### config.mk
export PLATFORM = sky130hd
export DESIGN_NAME = sync_length_record_deframer_top_flat
export DESIGN_NICKNAME = d
export VERILOG_FILES = /design/src/design/srld_pkg.sv /design/src/design/srld_if.sv /design/src/design/sync_length_record_deframer_top.sv /design/src/design/srld_front.sv /design/src/design/srld_cmd_fifo.sv /design/src/design/srld_back.sv /design/src/flat_wrapper.sv
export SDC_FILE = /design/constraint.sdc
export NUM_CORES = 1
export LEC_CHECK = 0
export BUFFER_PORTS_ARGS = -buffer_cell sky130_fd_sc_hd__buf_2
export CELL_PAD_IN_SITES_DETAIL_PLACEMENT = 0
export CELL_PAD_IN_SITES_GLOBAL_PLACEMENT = 1
export CORE_ASPECT_RATIO = 0.5
export CORE_MARGIN = 8
export CORE_UTILIZATION = 30
export DETAILED_ROUTE_END_ITERATION = 10
export GPL_TIMING_DRIVEN = 1
export MAX_ROUTING_LAYER = met4
export PLACE_DENSITY_LB_ADDON = 0.1
export SLEW_MARGIN = 20
export SYNTH_ARGS = -nofsm -noshare
export SYNTH_HDL_FRONTEND = slang
export SYNTH_SLANG_ARGS = --single-unit
export TNS_END_PERCENT = 5
### constraint.sdc
create_clock -name clk -period 17.8 [get_ports clk]
set_clock_uncertainty 0.15 [all_clocks]
set_input_delay 3.56 -clock clk [delete_from_list [all_inputs] [get_ports clk]]
set_output_delay 3.56 -clock clk [all_outputs]
set_load 0.005 [all_outputs]
### src/design/srld_pkg.sv
package srld_pkg;

    // Field widths
    localparam int BYTE_W       = 8;
    localparam int OFFSET_W     = 24;
    localparam int SKIP_W       = 25;
    localparam int CFG_W        = 25;
    localparam int SIZE_ACC_W   = 32;

    // Framing constants
    localparam int HEADER_BYTES = 8;
    localparam int HDR_IDX_W    = 3;
    localparam int MIN_SIZE     = 12;
    localparam int HUNT_SLACK   = 4;
    localparam logic [BYTE_W-1:0] SYNC_HI = 8'hFF;
    localparam logic [BYTE_W-1:0] SYNC_LO = 8'h00;

    // Size limit register
    localparam logic [CFG_W-1:0] EFF_CAP        = CFG_W'(1) << OFFSET_W;
    localparam logic [CFG_W-1:0] CFG_RESET      = CFG_W'(1048576);
    localparam logic [CFG_W-1:0] HUNT_LIM_RESET = CFG_RESET + CFG_W'(HUNT_SLACK);

    // Command queue
    localparam int QDEPTH = 4;
    localparam int QIDX_W = 2;
    localparam int QCNT_W = 3;

    typedef enum logic [1:0] {
        PH_HUNT,
        PH_SIZE,
        PH_BODY
    } phase_t;

    typedef enum logic [1:0] {
        HS_IDLE,
        HS_FF1,
        HS_FF2,
        HS_ZERO1
    } hunt_t;

    typedef enum logic [1:0] {
        ST_RECORD     = 2'd0,
        ST_HUNT_LIMIT = 2'd1,
        ST_BAD_SIZE   = 2'd2,
        ST_STREAM_END = 2'd3
    } status_t;

    typedef enum logic [1:0] {
        CMD_BYTE,
        CMD_BYTE_ERR,
        CMD_ERR,
        CMD_HEADER
    } cmd_kind_t;

    // One queued command: expands to one, two or eight result transactions
    typedef struct packed {
        cmd_kind_t                          kind;
        logic [HEADER_BYTES*BYTE_W-1:0]     data;
        logic [OFFSET_W-1:0]                offset;
        logic                               rec_end;
        status_t                            status;
        logic [SKIP_W-1:0]                  skipped;
    } cmd_t;

endpackage

### src/design/srld_if.sv
interface srld_raw_if;
    import srld_pkg::*;

    logic              valid;
    logic              ready;
    logic [BYTE_W-1:0] data_byte;
    logic              stream_end;

    modport source (output valid, output data_byte, output stream_end, input ready);
    modport sink   (input valid, input data_byte, input stream_end, output ready);
endinterface

interface srld_rec_if;
    import srld_pkg::*;

    logic                valid;
    logic                ready;
    logic [BYTE_W-1:0]   record_byte;
    logic [OFFSET_W-1:0] byte_offset;
    logic                record_end;
    logic                run_end;
    logic [1:0]          status;
    logic [SKIP_W-1:0]   skipped_bytes;

    modport source (output valid, output record_byte, output byte_offset,
                    output record_end, output run_end, output status,
                    output skipped_bytes, input ready);
    modport sink   (input valid, input record_byte, input byte_offset,
                    input record_end, input run_end, input status,
                    input skipped_bytes, output ready);
endinterface

### src/design/sync_length_record_deframer_top.sv
// A result is registered: its command passes through the command queue, then the output register.
// Throughput: one input byte per cycle while the four-entry command queue has room; the
// output register gives one result per cycle while the receiver is ready; a sync makes eight
// results and a bad size two, so the queue fills when these bursts outpace the output.
// Reset (rst_n, asynchronous, active low): hunt restarts, header ring clears to zeros, size
// limit returns to 1048576, queue and output register empty.
module sync_length_record_deframer_top (
    input  logic                           clk,
    input  logic                           rst_n,
    srld_raw_if.sink                       raw,
    srld_rec_if.source                     framed,
    input  logic                           cfg_wr_en,
    input  logic [srld_pkg::CFG_W-1:0]     cfg_wr_data
);
    import srld_pkg::*;

    logic q_full;
    logic q_empty;
    logic q_push;
    logic q_pop;
    cmd_t push_cmd;
    cmd_t head_cmd;

    // Classify bytes and track framing
    srld_front u_front (
        .clk         (clk),
        .rst_n       (rst_n),
        .raw         (raw),
        .cfg_wr_en   (cfg_wr_en),
        .cfg_wr_data (cfg_wr_data),
        .q_full      (q_full),
        .q_push      (q_push),
        .q_cmd       (push_cmd)
    );

    // Decouple front and back
    srld_cmd_fifo u_fifo (
        .clk      (clk),
        .rst_n    (rst_n),
        .push     (q_push),
        .push_cmd (push_cmd),
        .pop      (q_pop),
        .head_cmd (head_cmd),
        .full     (q_full),
        .empty    (q_empty)
    );

    // Expand commands into result transactions
    srld_back u_back (
        .clk      (clk),
        .rst_n    (rst_n),
        .head_cmd (head_cmd),
        .q_empty  (q_empty),
        .q_pop    (q_pop),
        .framed   (framed)
    );

endmodule

### src/design/srld_front.sv
module srld_front (
    input  logic                           clk,
    input  logic                           rst_n,
    srld_raw_if.sink                       raw,
    input  logic                           cfg_wr_en,
    input  logic [srld_pkg::CFG_W-1:0]     cfg_wr_data,
    input  logic                           q_full,
    output logic                           q_push,
    output srld_pkg::cmd_t                 q_cmd
);
    import srld_pkg::*;

    logic [CFG_W-1:0]               eff_limit_reg;
    logic [CFG_W-1:0]               hunt_limit_reg;
    logic [CFG_W-1:0]               cfg_eff;

    phase_t                         phase_reg, phase_next;
    hunt_t                          hunt_reg, hunt_next;
    logic [SKIP_W-1:0]              hunt_count_reg, hunt_count_next;
    logic [SIZE_ACC_W-1:0]          size_acc_reg, size_acc_next;
    logic [OFFSET_W-1:0]            offset_reg, offset_next;
    logic [HEADER_BYTES*BYTE_W-1:0] ring_reg, ring_next;

    logic                           accept;
    logic [BYTE_W-1:0]              b;
    logic [SKIP_W-1:0]              hunt_inc;
    logic [SKIP_W-1:0]              skip_src;
    logic [SKIP_W-1:0]              skipped;
    logic [SIZE_ACC_W-1:0]          acc_upd;
    logic                           sync_hit;
    logic                           limit_hit;
    logic                           size_done;
    logic                           size_bad;
    logic                           size_last;
    logic                           body_last;

    assign raw.ready = !q_full;
    assign accept    = raw.valid && !q_full;
    assign b         = raw.data_byte;

    // Saturate the size limit at write time
    assign cfg_eff = (cfg_wr_data > EFF_CAP) ? EFF_CAP : cfg_wr_data;

    always_ff @(posedge clk or negedge rst_n)
    begin
        if (!rst_n)
        begin
            eff_limit_reg  <= CFG_RESET;
            hunt_limit_reg <= HUNT_LIM_RESET;
        end
        else if (cfg_wr_en)
        begin
            eff_limit_reg  <= cfg_eff;
            hunt_limit_reg <= cfg_eff + CFG_W'(HUNT_SLACK);
        end
    end

    // Shift every data byte into the ring, oldest byte in the low lane
    assign ring_next = {b, ring_reg[HEADER_BYTES*BYTE_W-1:BYTE_W]};

    // Shared conditions
    assign hunt_inc  = hunt_count_reg + SKIP_W'(1);
    assign sync_hit  = (hunt_reg == HS_ZERO1) && (b == SYNC_LO);
    assign limit_hit = hunt_inc >= hunt_limit_reg;
    assign skip_src  = (phase_reg == PH_HUNT) ? hunt_inc : hunt_count_reg;
    assign skipped   = (skip_src > SKIP_W'(HEADER_BYTES))
                     ? skip_src - SKIP_W'(HEADER_BYTES) : '0;

    always_comb
    begin
        acc_upd = size_acc_reg;
        acc_upd[offset_reg[1:0]*BYTE_W +: BYTE_W] = b;
    end

    assign size_done = offset_reg[1:0] == 2'd3;
    assign size_bad  = (acc_upd < SIZE_ACC_W'(MIN_SIZE))
                    || (acc_upd > SIZE_ACC_W'(eff_limit_reg));
    assign size_last = acc_upd == SIZE_ACC_W'(MIN_SIZE);
    assign body_last = (SIZE_ACC_W'(offset_reg) + SIZE_ACC_W'(1)) >= size_acc_reg;

    // Next state
    always_comb
    begin
        phase_next      = phase_reg;
        hunt_next       = hunt_reg;
        hunt_count_next = hunt_count_reg;
        size_acc_next   = size_acc_reg;
        offset_next     = offset_reg;
        if (accept)
        begin
            if (raw.stream_end)
            begin
                phase_next      = PH_HUNT;
                hunt_next       = HS_IDLE;
                hunt_count_next = '0;
                size_acc_next   = '0;
                offset_next     = '0;
            end
            else
            begin
                unique case (phase_reg)
                    PH_HUNT:
                    begin
                        hunt_count_next = hunt_inc;
                        unique case (hunt_reg)
                            HS_IDLE:  hunt_next = (b == SYNC_HI) ? HS_FF1 : HS_IDLE;
                            HS_FF1:   hunt_next = (b == SYNC_HI) ? HS_FF2 : HS_IDLE;
                            HS_FF2:   hunt_next = (b == SYNC_LO) ? HS_ZERO1 : HS_IDLE;
                            HS_ZERO1: hunt_next = HS_IDLE;
                            default:  hunt_next = HS_IDLE;
                        endcase
                        if (sync_hit)
                        begin
                            phase_next    = PH_SIZE;
                            size_acc_next = '0;
                            offset_next   = OFFSET_W'(HEADER_BYTES);
                        end
                        else if (limit_hit)
                        begin
                            phase_next      = PH_HUNT;
                            hunt_next       = HS_IDLE;
                            hunt_count_next = '0;
                            size_acc_next   = '0;
                            offset_next     = '0;
                        end
                    end
                    PH_SIZE:
                    begin
                        size_acc_next = acc_upd;
                        offset_next   = offset_reg + OFFSET_W'(1);
                        if (size_done)
                        begin
                            if (size_bad || size_last)
                            begin
                                phase_next      = PH_HUNT;
                                hunt_next       = HS_IDLE;
                                hunt_count_next = '0;
                                size_acc_next   = '0;
                                offset_next     = '0;
                            end
                            else
                            begin
                                phase_next = PH_BODY;
                            end
                        end
                    end
                    default:
                    begin
                        if (body_last)
                        begin
                            phase_next      = PH_HUNT;
                            hunt_next       = HS_IDLE;
                            hunt_count_next = '0;
                            size_acc_next   = '0;
                            offset_next     = '0;
                        end
                        else
                        begin
                            offset_next = offset_reg + OFFSET_W'(1);
                        end
                    end
                endcase
            end
        end
    end

    // Command to the back end
    always_comb
    begin
        q_push        = 1'b0;
        q_cmd.kind    = CMD_BYTE;
        q_cmd.data    = '0;
        q_cmd.offset  = offset_reg;
        q_cmd.rec_end = 1'b0;
        q_cmd.status  = ST_RECORD;
        q_cmd.skipped = skipped;
        if (accept)
        begin
            if (raw.stream_end)
            begin
                q_push        = 1'b1;
                q_cmd.kind    = CMD_ERR;
                q_cmd.offset  = '0;
                q_cmd.rec_end = 1'b1;
                q_cmd.status  = ST_STREAM_END;
                q_cmd.skipped = '0;
            end
            else
            begin
                unique case (phase_reg)
                    PH_HUNT:
                    begin
                        if (sync_hit)
                        begin
                            q_push       = 1'b1;
                            q_cmd.kind   = CMD_HEADER;
                            q_cmd.data   = ring_next;
                            q_cmd.offset = '0;
                        end
                        else if (limit_hit)
                        begin
                            q_push        = 1'b1;
                            q_cmd.kind    = CMD_ERR;
                            q_cmd.offset  = '0;
                            q_cmd.rec_end = 1'b1;
                            q_cmd.status  = ST_HUNT_LIMIT;
                            q_cmd.skipped = '0;
                        end
                    end
                    PH_SIZE:
                    begin
                        q_push                = 1'b1;
                        q_cmd.data[BYTE_W-1:0] = b;
                        if (size_done && size_bad)
                        begin
                            q_cmd.kind   = CMD_BYTE_ERR;
                            q_cmd.status = ST_BAD_SIZE;
                        end
                        else
                        begin
                            q_cmd.rec_end = size_done && size_last;
                        end
                    end
                    default:
                    begin
                        q_push                 = 1'b1;
                        q_cmd.data[BYTE_W-1:0] = b;
                        q_cmd.rec_end          = body_last;
                    end
                endcase
            end
        end
    end

    // Hold framing state
    always_ff @(posedge clk or negedge rst_n)
    begin
        if (!rst_n)
        begin
            phase_reg      <= PH_HUNT;
            hunt_reg       <= HS_IDLE;
            hunt_count_reg <= '0;
            size_acc_reg   <= '0;
            offset_reg     <= '0;
            ring_reg       <= '0;
        end
        else
        begin
            phase_reg      <= phase_next;
            hunt_reg       <= hunt_next;
            hunt_count_reg <= hunt_count_next;
            size_acc_reg   <= size_acc_next;
            offset_reg     <= offset_next;
            if (accept && !raw.stream_end)
            begin
                ring_reg <= ring_next;
            end
        end
    end

endmodule

### src/design/srld_cmd_fifo.sv
module srld_cmd_fifo (
    input  logic            clk,
    input  logic            rst_n,
    input  logic            push,
    input  srld_pkg::cmd_t  push_cmd,
    input  logic            pop,
    output srld_pkg::cmd_t  head_cmd,
    output logic            full,
    output logic            empty
);
    import srld_pkg::*;

    cmd_t              mem_reg [QDEPTH];
    logic [QIDX_W-1:0] wr_ptr_reg;
    logic [QIDX_W-1:0] rd_ptr_reg;
    logic [QCNT_W-1:0] count_reg, count_next;

    assign full     = count_reg == QCNT_W'(QDEPTH);
    assign empty    = count_reg == '0;
    assign head_cmd = mem_reg[rd_ptr_reg];

    // Track fill level
    always_comb
    begin
        count_next = count_reg;
        if (push && !pop)
        begin
            count_next = count_reg + QCNT_W'(1);
        end
        else if (pop && !push)
        begin
            count_next = count_reg - QCNT_W'(1);
        end
    end

    always_ff @(posedge clk or negedge rst_n)
    begin
        if (!rst_n)
        begin
            wr_ptr_reg <= '0;
            rd_ptr_reg <= '0;
            count_reg  <= '0;
        end
        else
        begin
            count_reg <= count_next;
            if (push)
            begin
                wr_ptr_reg <= wr_ptr_reg + QIDX_W'(1);
            end
            if (pop)
            begin
                rd_ptr_reg <= rd_ptr_reg + QIDX_W'(1);
            end
        end
    end

    // Store commands
    always_ff @(posedge clk)
    begin
        if (push)
        begin
            mem_reg[wr_ptr_reg] <= push_cmd;
        end
    end

endmodule

### src/design/srld_back.sv
module srld_back (
    input  logic            clk,
    input  logic            rst_n,
    input  srld_pkg::cmd_t  head_cmd,
    input  logic            q_empty,
    output logic            q_pop,
    srld_rec_if.source      framed
);
    import srld_pkg::*;

    logic                 out_valid_reg;
    logic [BYTE_W-1:0]    byte_reg;
    logic [OFFSET_W-1:0]  offset_reg;
    logic                 rec_end_reg;
    logic                 run_end_reg;
    status_t              status_reg;
    logic [SKIP_W-1:0]    skipped_reg;
    logic [HDR_IDX_W-1:0] sub_reg;

    logic                 load;
    logic                 last_sub;
    logic [BYTE_W-1:0]    byte_next;
    logic [OFFSET_W-1:0]  offset_next;
    logic                 rec_end_next;
    status_t              status_next;
    logic [SKIP_W-1:0]    skipped_next;

    assign load  = !q_empty && (!out_valid_reg || framed.ready);
    assign q_pop = load && last_sub;

    // Expand the head command into one transaction per step
    always_comb
    begin
        last_sub     = 1'b1;
        byte_next    = head_cmd.data[BYTE_W-1:0];
        offset_next  = head_cmd.offset;
        rec_end_next = head_cmd.rec_end;
        status_next  = head_cmd.status;
        skipped_next = head_cmd.skipped;
        unique case (head_cmd.kind)
            CMD_HEADER:
            begin
                last_sub     = sub_reg == HDR_IDX_W'(HEADER_BYTES - 1);
                byte_next    = head_cmd.data[sub_reg*BYTE_W +: BYTE_W];
                offset_next  = OFFSET_W'(sub_reg);
                rec_end_next = 1'b0;
                status_next  = ST_RECORD;
            end
            CMD_BYTE_ERR:
            begin
                last_sub = sub_reg != '0;
                if (sub_reg == '0)
                begin
                    rec_end_next = 1'b0;
                    status_next  = ST_RECORD;
                end
                else
                begin
                    byte_next    = '0;
                    offset_next  = '0;
                    rec_end_next = 1'b1;
                    skipped_next = '0;
                end
            end
            CMD_ERR:
            begin
                byte_next = '0;
            end
            default:
            begin
                status_next = ST_RECORD;
            end
        endcase
    end

    // Advance output register and step counter
    always_ff @(posedge clk or negedge rst_n)
    begin
        if (!rst_n)
        begin
            out_valid_reg <= 1'b0;
            sub_reg       <= '0;
        end
        else
        begin
            if (load)
            begin
                out_valid_reg <= 1'b1;
                sub_reg       <= last_sub ? '0 : sub_reg + HDR_IDX_W'(1);
            end
            else if (framed.ready)
            begin
                out_valid_reg <= 1'b0;
            end
        end
    end

    always_ff @(posedge clk)
    begin
        if (load)
        begin
            byte_reg    <= byte_next;
            offset_reg  <= offset_next;
            rec_end_reg <= rec_end_next;
            run_end_reg <= last_sub;
            status_reg  <= status_next;
            skipped_reg <= skipped_next;
        end
    end

    assign framed.valid         = out_valid_reg;
    assign framed.record_byte   = byte_reg;
    assign framed.byte_offset   = offset_reg;
    assign framed.record_end    = rec_end_reg;
    assign framed.run_end       = run_end_reg;
    assign framed.status        = status_reg;
    assign framed.skipped_bytes = skipped_reg;

endmodule

### src/flat_wrapper.sv
// flat-port wrapper written by rule: the top's interface ports become plain ports
module sync_length_record_deframer_top_flat import srld_pkg::*;
  (clk, rst_n, cfg_wr_en, cfg_wr_data, raw_valid, raw_data_byte, raw_stream_end, raw_ready, framed_valid, framed_record_byte, framed_byte_offset, framed_record_end, framed_run_end, framed_status, framed_skipped_bytes, framed_ready);
  srld_raw_if raw_i ();
  srld_rec_if framed_i ();
  input  logic clk;
  input  logic rst_n;
  input  logic cfg_wr_en;
  input  logic [srld_pkg::CFG_W-1:0] cfg_wr_data;
  input wire logic [$bits(raw_i.valid)-1:0] raw_valid;
  input wire logic [$bits(raw_i.data_byte)-1:0] raw_data_byte;
  input wire logic [$bits(raw_i.stream_end)-1:0] raw_stream_end;
  output wire logic [$bits(raw_i.ready)-1:0] raw_ready;
  output wire logic [$bits(framed_i.valid)-1:0] framed_valid;
  output wire logic [$bits(framed_i.record_byte)-1:0] framed_record_byte;
  output wire logic [$bits(framed_i.byte_offset)-1:0] framed_byte_offset;
  output wire logic [$bits(framed_i.record_end)-1:0] framed_record_end;
  output wire logic [$bits(framed_i.run_end)-1:0] framed_run_end;
  output wire logic [$bits(framed_i.status)-1:0] framed_status;
  output wire logic [$bits(framed_i.skipped_bytes)-1:0] framed_skipped_bytes;
  input wire logic [$bits(framed_i.ready)-1:0] framed_ready;
  assign raw_i.valid = raw_valid;
  assign raw_i.data_byte = raw_data_byte;
  assign raw_i.stream_end = raw_stream_end;
  assign raw_ready = raw_i.ready;
  assign framed_valid = framed_i.valid;
  assign framed_record_byte = framed_i.record_byte;
  assign framed_byte_offset = framed_i.byte_offset;
  assign framed_record_end = framed_i.record_end;
  assign framed_run_end = framed_i.run_end;
  assign framed_status = framed_i.status;
  assign framed_skipped_bytes = framed_i.skipped_bytes;
  assign framed_i.ready = framed_ready;
  sync_length_record_deframer_top u_core (.clk(clk), .rst_n(rst_n), .raw(raw_i), .framed(framed_i), .cfg_wr_en(cfg_wr_en), .cfg_wr_data(cfg_wr_data));
endmodule
Word-level counts from Yosys, hierarchy flattened
Memories as Yosys holds them, arrays and structs flattened.
Index checks and enable logic that the tools add are counted.
Storage, ports and cells
  memories: 1
  memory bits (read-only): 0
  flip-flop bits (word level): 271
  word-level logic and storage cells: 171
  bits in writable memories: 472
  latch bits: 0
  bits of input ports: 39
Memory list
  u_core.u_fifo.mem_reg: depth 4, width 118, rd ports 1, clocked after memory_dff 0, write ports 1, RTL line srld_cmd_fifo.sv:13  | cmd_t mem_reg [QDEPTH];
Cells by class
  add/sub/neg operators: 11
  shift-type cells: 3
  bitwise operators: 0
  mux-type cells: 85
  reductions and logical operators: 31
  divide/modulo/power cells: 0
  eq/ne operators: 15
  multipliers: 0
  order comparisons: 6
Operators by type and width (number)
  $mux 25: 12
  $mux 24: 9
  $mux 32: 6
  $mux 64: 2
  $mux 118: 1
  $mux 52: 2
  $pmux 24 s2: 2
  $pmux 32 s2: 1
  $shiftx 64x7->8: 1
  $mux 56: 1
  $pmux 25 s2: 1
  $mux 2: 18
  $neg 5->34: 1
  $shift 8x34->32 const A: 1
  $shiftx 8x34->32: 1
  $bwmux 32: 1
  $eq 32x4->1 const B: 1
  $ge 25x32->1: 1
  $gt 32x25->1: 1
  $lt 32x4->1 const B: 1
  $mux 28: 1
  $add 24x1->25 const B: 1
  $add 25x1->25 const B: 1
  $add 25x3->25 const B: 1
  other kinds (33): 83

Depth between registers and ports, before layout
  word-level depth: 11
  depth in mapped cells: 24
  mapped depth without buffers: 20

Cells and area by module
Synthesis repeated with hierarchy kept, for this count alone.
Unflattened totals
  cells, all modules: 2389
  area total of the unflattened synthesis: 34040.1 µm²
Modules (own cells, without submodules)
  srld_cmd_fifo: cells an instance 650, area each 17415.5 µm², sequential area each 14348.8 µm², times used 1
  srld_front: cells an instance 1532, area each 13553.0 µm², sequential area each 4733.3 µm², times used 1
  srld_back: cells an instance 207, area each 3071.7 µm², sequential area each 1931.9 µm², times used 1

Least setup slack after synthesis
OpenSTA, ideal clock, no wires.
  kind: input port to flip-flop
  start: input port raw_data_byte[6]
  end: memory u_core.u_fifo.mem_reg[0][0] (netlist bit) (enable)
  setup time: 491 ps
  arrival time: 8235 ps
  stages: 9
  required time: 17159 ps
  path slack: 8924 ps
  path through: clkbuf_1 > or4_1 > or2_2 > nor3b_2 > nand2_1 > a31o_2 > inv_2 > clkbuf_1 > and2_1
On the way
  longest elaborated chain between the ends: 8
Ends and longest elaborated chain
  from (decl): RTL line flat_wrapper.sv:11  | input wire logic [$bits(raw_i.data_byte)-1:0] raw_data_byte;
  $logic_not 8->1: RTL line srld_front.sv:63  | assign sync_hit = (hunt_reg == HS_ZERO1) && (b == SYNC_LO);
  $logic_and 1x1->1: RTL line srld_front.sv:63
  $mux 1: RTL line srld_front.sv:193  | if (sync_hit)
  $mux 1: RTL line srld_front.sv:190  | unique case (phase_reg)
  $mux 1: RTL line srld_front.sv:179  | if (raw.stream_end)
  $mux 1: RTL line srld_front.sv:177  | if (accept)
  net u_core.q_push: RTL line sync_length_record_deframer_top.sv:19  | logic q_push;
  $mux 1: RTL line srld_cmd_fifo.sv:61  | if (push)
  $mux 1 (implied by the code): RTL line srld_cmd_fifo.sv:63  | mem_reg[wr_ptr_reg] <= push_cmd;
  to (decl): RTL line srld_cmd_fifo.sv:13
The timed path passes the listed nets, and every way through them passes these cells.

Final worst setup path
  start: input port raw_data_byte[1]
  end: memory u_core.u_fifo.mem_reg[1][99] (netlist bit) (enable)
On the way
  longest elaborated chain between the ends: 8
Ends and longest elaborated chain (RTL line)
  $logic_not 8->1: srld_front.sv:63
  $logic_and 1x1->1: srld_front.sv:63
  $mux 1: srld_front.sv:193
  $mux 1: srld_front.sv:190
  $mux 1: srld_front.sv:179
  $mux 1: srld_front.sv:177
  $mux 1: srld_cmd_fifo.sv:61
  $mux 1 (implied by the code): srld_cmd_fifo.sv:63
Every way passes these cells.

==> impl_metrics.json <==
{
  "cts_buffers": 75,
  "swShare": 0.3173,
  "synth_area_per_cell_um2": 13.94,
  "dp_slack_ns": 9.015,
  "max-vdd-ir-drop_mv": 0.07671,
  "cts_sinks": 733,
  "clock-root-buffer": "clkbuf_16",
  "pwr_density_cell_nw_per_um2": 146.3,
  "cp-end-kind": "flip-flop",
  "finalCriticalPeriod_ns": 7.997,
  "route.detailed.drc": 0,
  "leakagePower_nw": 14.00,
  "power_frac_clock": 0.281,
  "p_comb_frac": 0.282,
  "ys.flop_type": "edfxtp_1",
  "largest_register_ff_count": 472,
  "async_flop_share": 0.2729,
  "grt_overflow": 0,
  "place_hpwl_um": 61130,
  "cts_tree": "built",
  "antenna_found_initial": 4,
  "clock.fmax_mhz": 125.0,
  "layout-drive-gt1-share": 0.1891,
  "maxSlewHeadroom": 0.2585,
  "cp-start-kind": "primary input",
  "ant_nets": 0,
  "yosysUniqueCellTypes": 92,
  "dieArea_um2": 124600,
  "vias": 20092,
  "setup_viol": 0,
  "critPathMaxFanout": 41,
  "rows": 87,
  "crit_type": "in2reg",
  "syn_to_final_growth_pct": 13.87,
  "die_w_um": 491.2,
  "initial_utilization": 0.3015,
  "grt_first_pass_wirelength_um": 140500,
  "power.internal_mw": 3.853,
  "die_height_um": 253.6,
  "drtPass1Iterations": 5,
  "drt_wl_total_um": 92720,
  "min_path_type": "reg2reg",
  "core_um2": 112300,
  "holdBufCountCts": 0,
  "placed_cells": 3973,
  "synth_edf_count": 533,
  "status": "finished, final reports clean",
  "cts_max_level": 3,
  "track_usage": 0.1522,
  "drt-initial-drc-count": 1385,
  "seqPwrFrac": 0.437,
  "netlist_area_um2": 33870,
  "yosys_warnings": 0,
  "final_cells": 4111,
  "p_sw_mw": 1.790,
  "io-pin-count": 102,
  "final_util": 0.3433,
  "ys_ff_latch": 733,
  "place.gp.congestion": 0.7943,
  "ys_seq_area_frac": 0.6205,
  "layout.nets": 2673,
  "io_buffers": 101,
  "clock_path_buffers": 3,
  "cp.arrival_ns": 8.13,
  "worst_slew_pin_slew_ns": 1.108,
  "netlist_instances": 2429,
  "required_ns": 17.93,
  "drv_slew": 0,
  "rsz0062_at_grt": "false",
  "hold_ws_ns": 0.3385,
  "path_clk_slew_ns": 0.06,
  "hold_viol": 0,
  "cap_violations": 0,
  "tns_ns": 0,
  "avgRoutedWirePerCell_um": 22.55,
  "fin_crit_sh": 0.4493,
  "finalWorstSetupSlack_ns": 9.803,
  "routed_via_density": 4.887,
  "post_cts_buffers": 0,
  "post_cts_resized": 0,
  "grt_max_degree": 93,
  "grt_pass1_vias": 21046,
  "insertion_delay_ns": 0.66
}
worst max-delay path, cell delays in order:
cell	delay [ns]
buf_2	0.18
or4_1	0.58
or2_2	0.38
nor3b_2	0.33
nand2_1	0.20
a31o_2	0.28
buf_4	0.27
inv_2	0.30
and2_4	0.61
buf_4	0.66
buf_4	0.63
cells in the final DEF (no fill, tap or decap), types with 23 or more instances in the layout:
master / synthesis / routed
dfrtp_1: 197 / 194
and2_1: 110 / 106
nand3_1: 85 / 85
mux4_2: 134 / 134
buf_4: 1 / 35
edfxtp_1: 533 / 533
nor2_1: 107 / 106
clkbuf_1: 87 / 24
nor3_1: 30 / 29
nor2b_1: 46 / 46
clkbuf_16: 0 / 78
o22ai_1: 23 / 23
inv_1: 140 / 139
nand4_1: 43 / 43
mux2_2: 57 / 57
o21ai_0: 114 / 112
ha_1: 96 / 96
nand2_1: 135 / 134
xnor2_1: 79 / 79
a22o_1: 26 / 26
conb_1: 1 / 32
a21oi_1: 53 / 52
buf_2: 31 / 100
routing by layer:
layer / track usage / routed length [µm]
met3: 0.02776 / 3131
met4: 0.02986 / 1474
met1: 0.2087 / 45070
met5: - / 0
met2: 0.2387 / 43050
final timing paths:
kind | startpoint | endpoint | slack (ns) | cells past startpoint
setup / recovery | raw_data_byte[1] | u_core.u_fifo.mem_reg[1][99] | 9.80 | 11
hold reg to reg | u_core.u_front.size_acc_reg[22] | u_core.u_front.size_acc_reg[22] | 0.34 | 1
hold / removal | u_core.u_front.size_acc_reg[22] | u_core.u_front.size_acc_reg[22] | 0.34 | 1
setup reg to reg | u_core.u_front.hunt_count_reg[0] | u_core.u_fifo.mem_reg[1][99] | 10.23 | 19
min in group asynchronous | rst_n | u_core.u_front.hunt_limit_reg[11] | 2.79 | 1
max in group asynchronous | rst_n | u_core.u_fifo.rd_ptr_reg[0] | 13.18 | 2
area by class of cell:
type,count,area [µm²]
fillers,11020,73770
flip-flops and latches,733,21020
multi-input cells,1448,11930
clock buffers,110,2152
well taps,1513,1893
repair buffers,136,778.2
inverters,143,536.8
clock inverters,27,251.5
diodes,1,2.502
synthesized netlist by cell type, drive strengths merged, types with 31 or more instances:
master / count / share of area
nand4: 44 / 0.0083
a21oi: 54 / 0.0081
mux2: 58 / 0.019
clkbuf: 87 / 0.0096
nor3: 31 / 0.0047
nor2: 107 / 0.012
nand3: 85 / 0.013
xnor2: 79 / 0.020
ha: 96 / 0.035
inv: 142 / 0.016
nor2b: 46 / 0.0085
buf: 49 / 0.0069
nand2: 135 / 0.015
edfxtp: 533 / 0.47
and2: 112 / 0.021
mux4: 134 / 0.089
dfrtp: 197 / 0.15
o21ai: 117 / 0.017
logic make-up (layout without fill, tap and decap cells):
| kind of cell | after synthesis | after routing | synth area share |
|---|---|---|---|
| buffers and inverters | 279 | 416 | 0.03240 |
| and+or+nand+nor | 661 | 661 | 0.1034 |
| muxes | 212 | 212 | 0.1143 |
| DFF | 733 | 733 | 0.6205 |
| AOI/OAI and AO/OA | 347 | 347 | 0.06772 |
| xor gates and xnor gates | 99 | 99 | 0.02560 |
| other | 1 | 33 | 0.0001107 |
| adders and majority gates | 97 | 97 | 0.03606 |
power by group through the flow:
stage	sequential (mW)	combinational (mW)	clock, mW
final	2.47	1.59	1.58
after global routing	2.51	1.77	1.71
after CTS	2.47	1.66	1.65
after detailed placement	2.51	1.65	0
after global placement	2.50	1.65	0
after floorplan	2.41	1.11	0
per-stage QoR:
| step | instance area [µm²] | power [mW] |
|---|---|---|
| 2_1_floorplan | 33990 | 3.523 |
| 3_3_place_gp | 36150 | 4.154 |
| 3_5_place_dp | 36150 | 4.158 |
| 4_1_cts | 38550 | 5.775 |
| 5_1_grt | 38560 | 5.983 |
| 6_report | 38570 | 5.643 |
(Power assumes the default switching activity.)
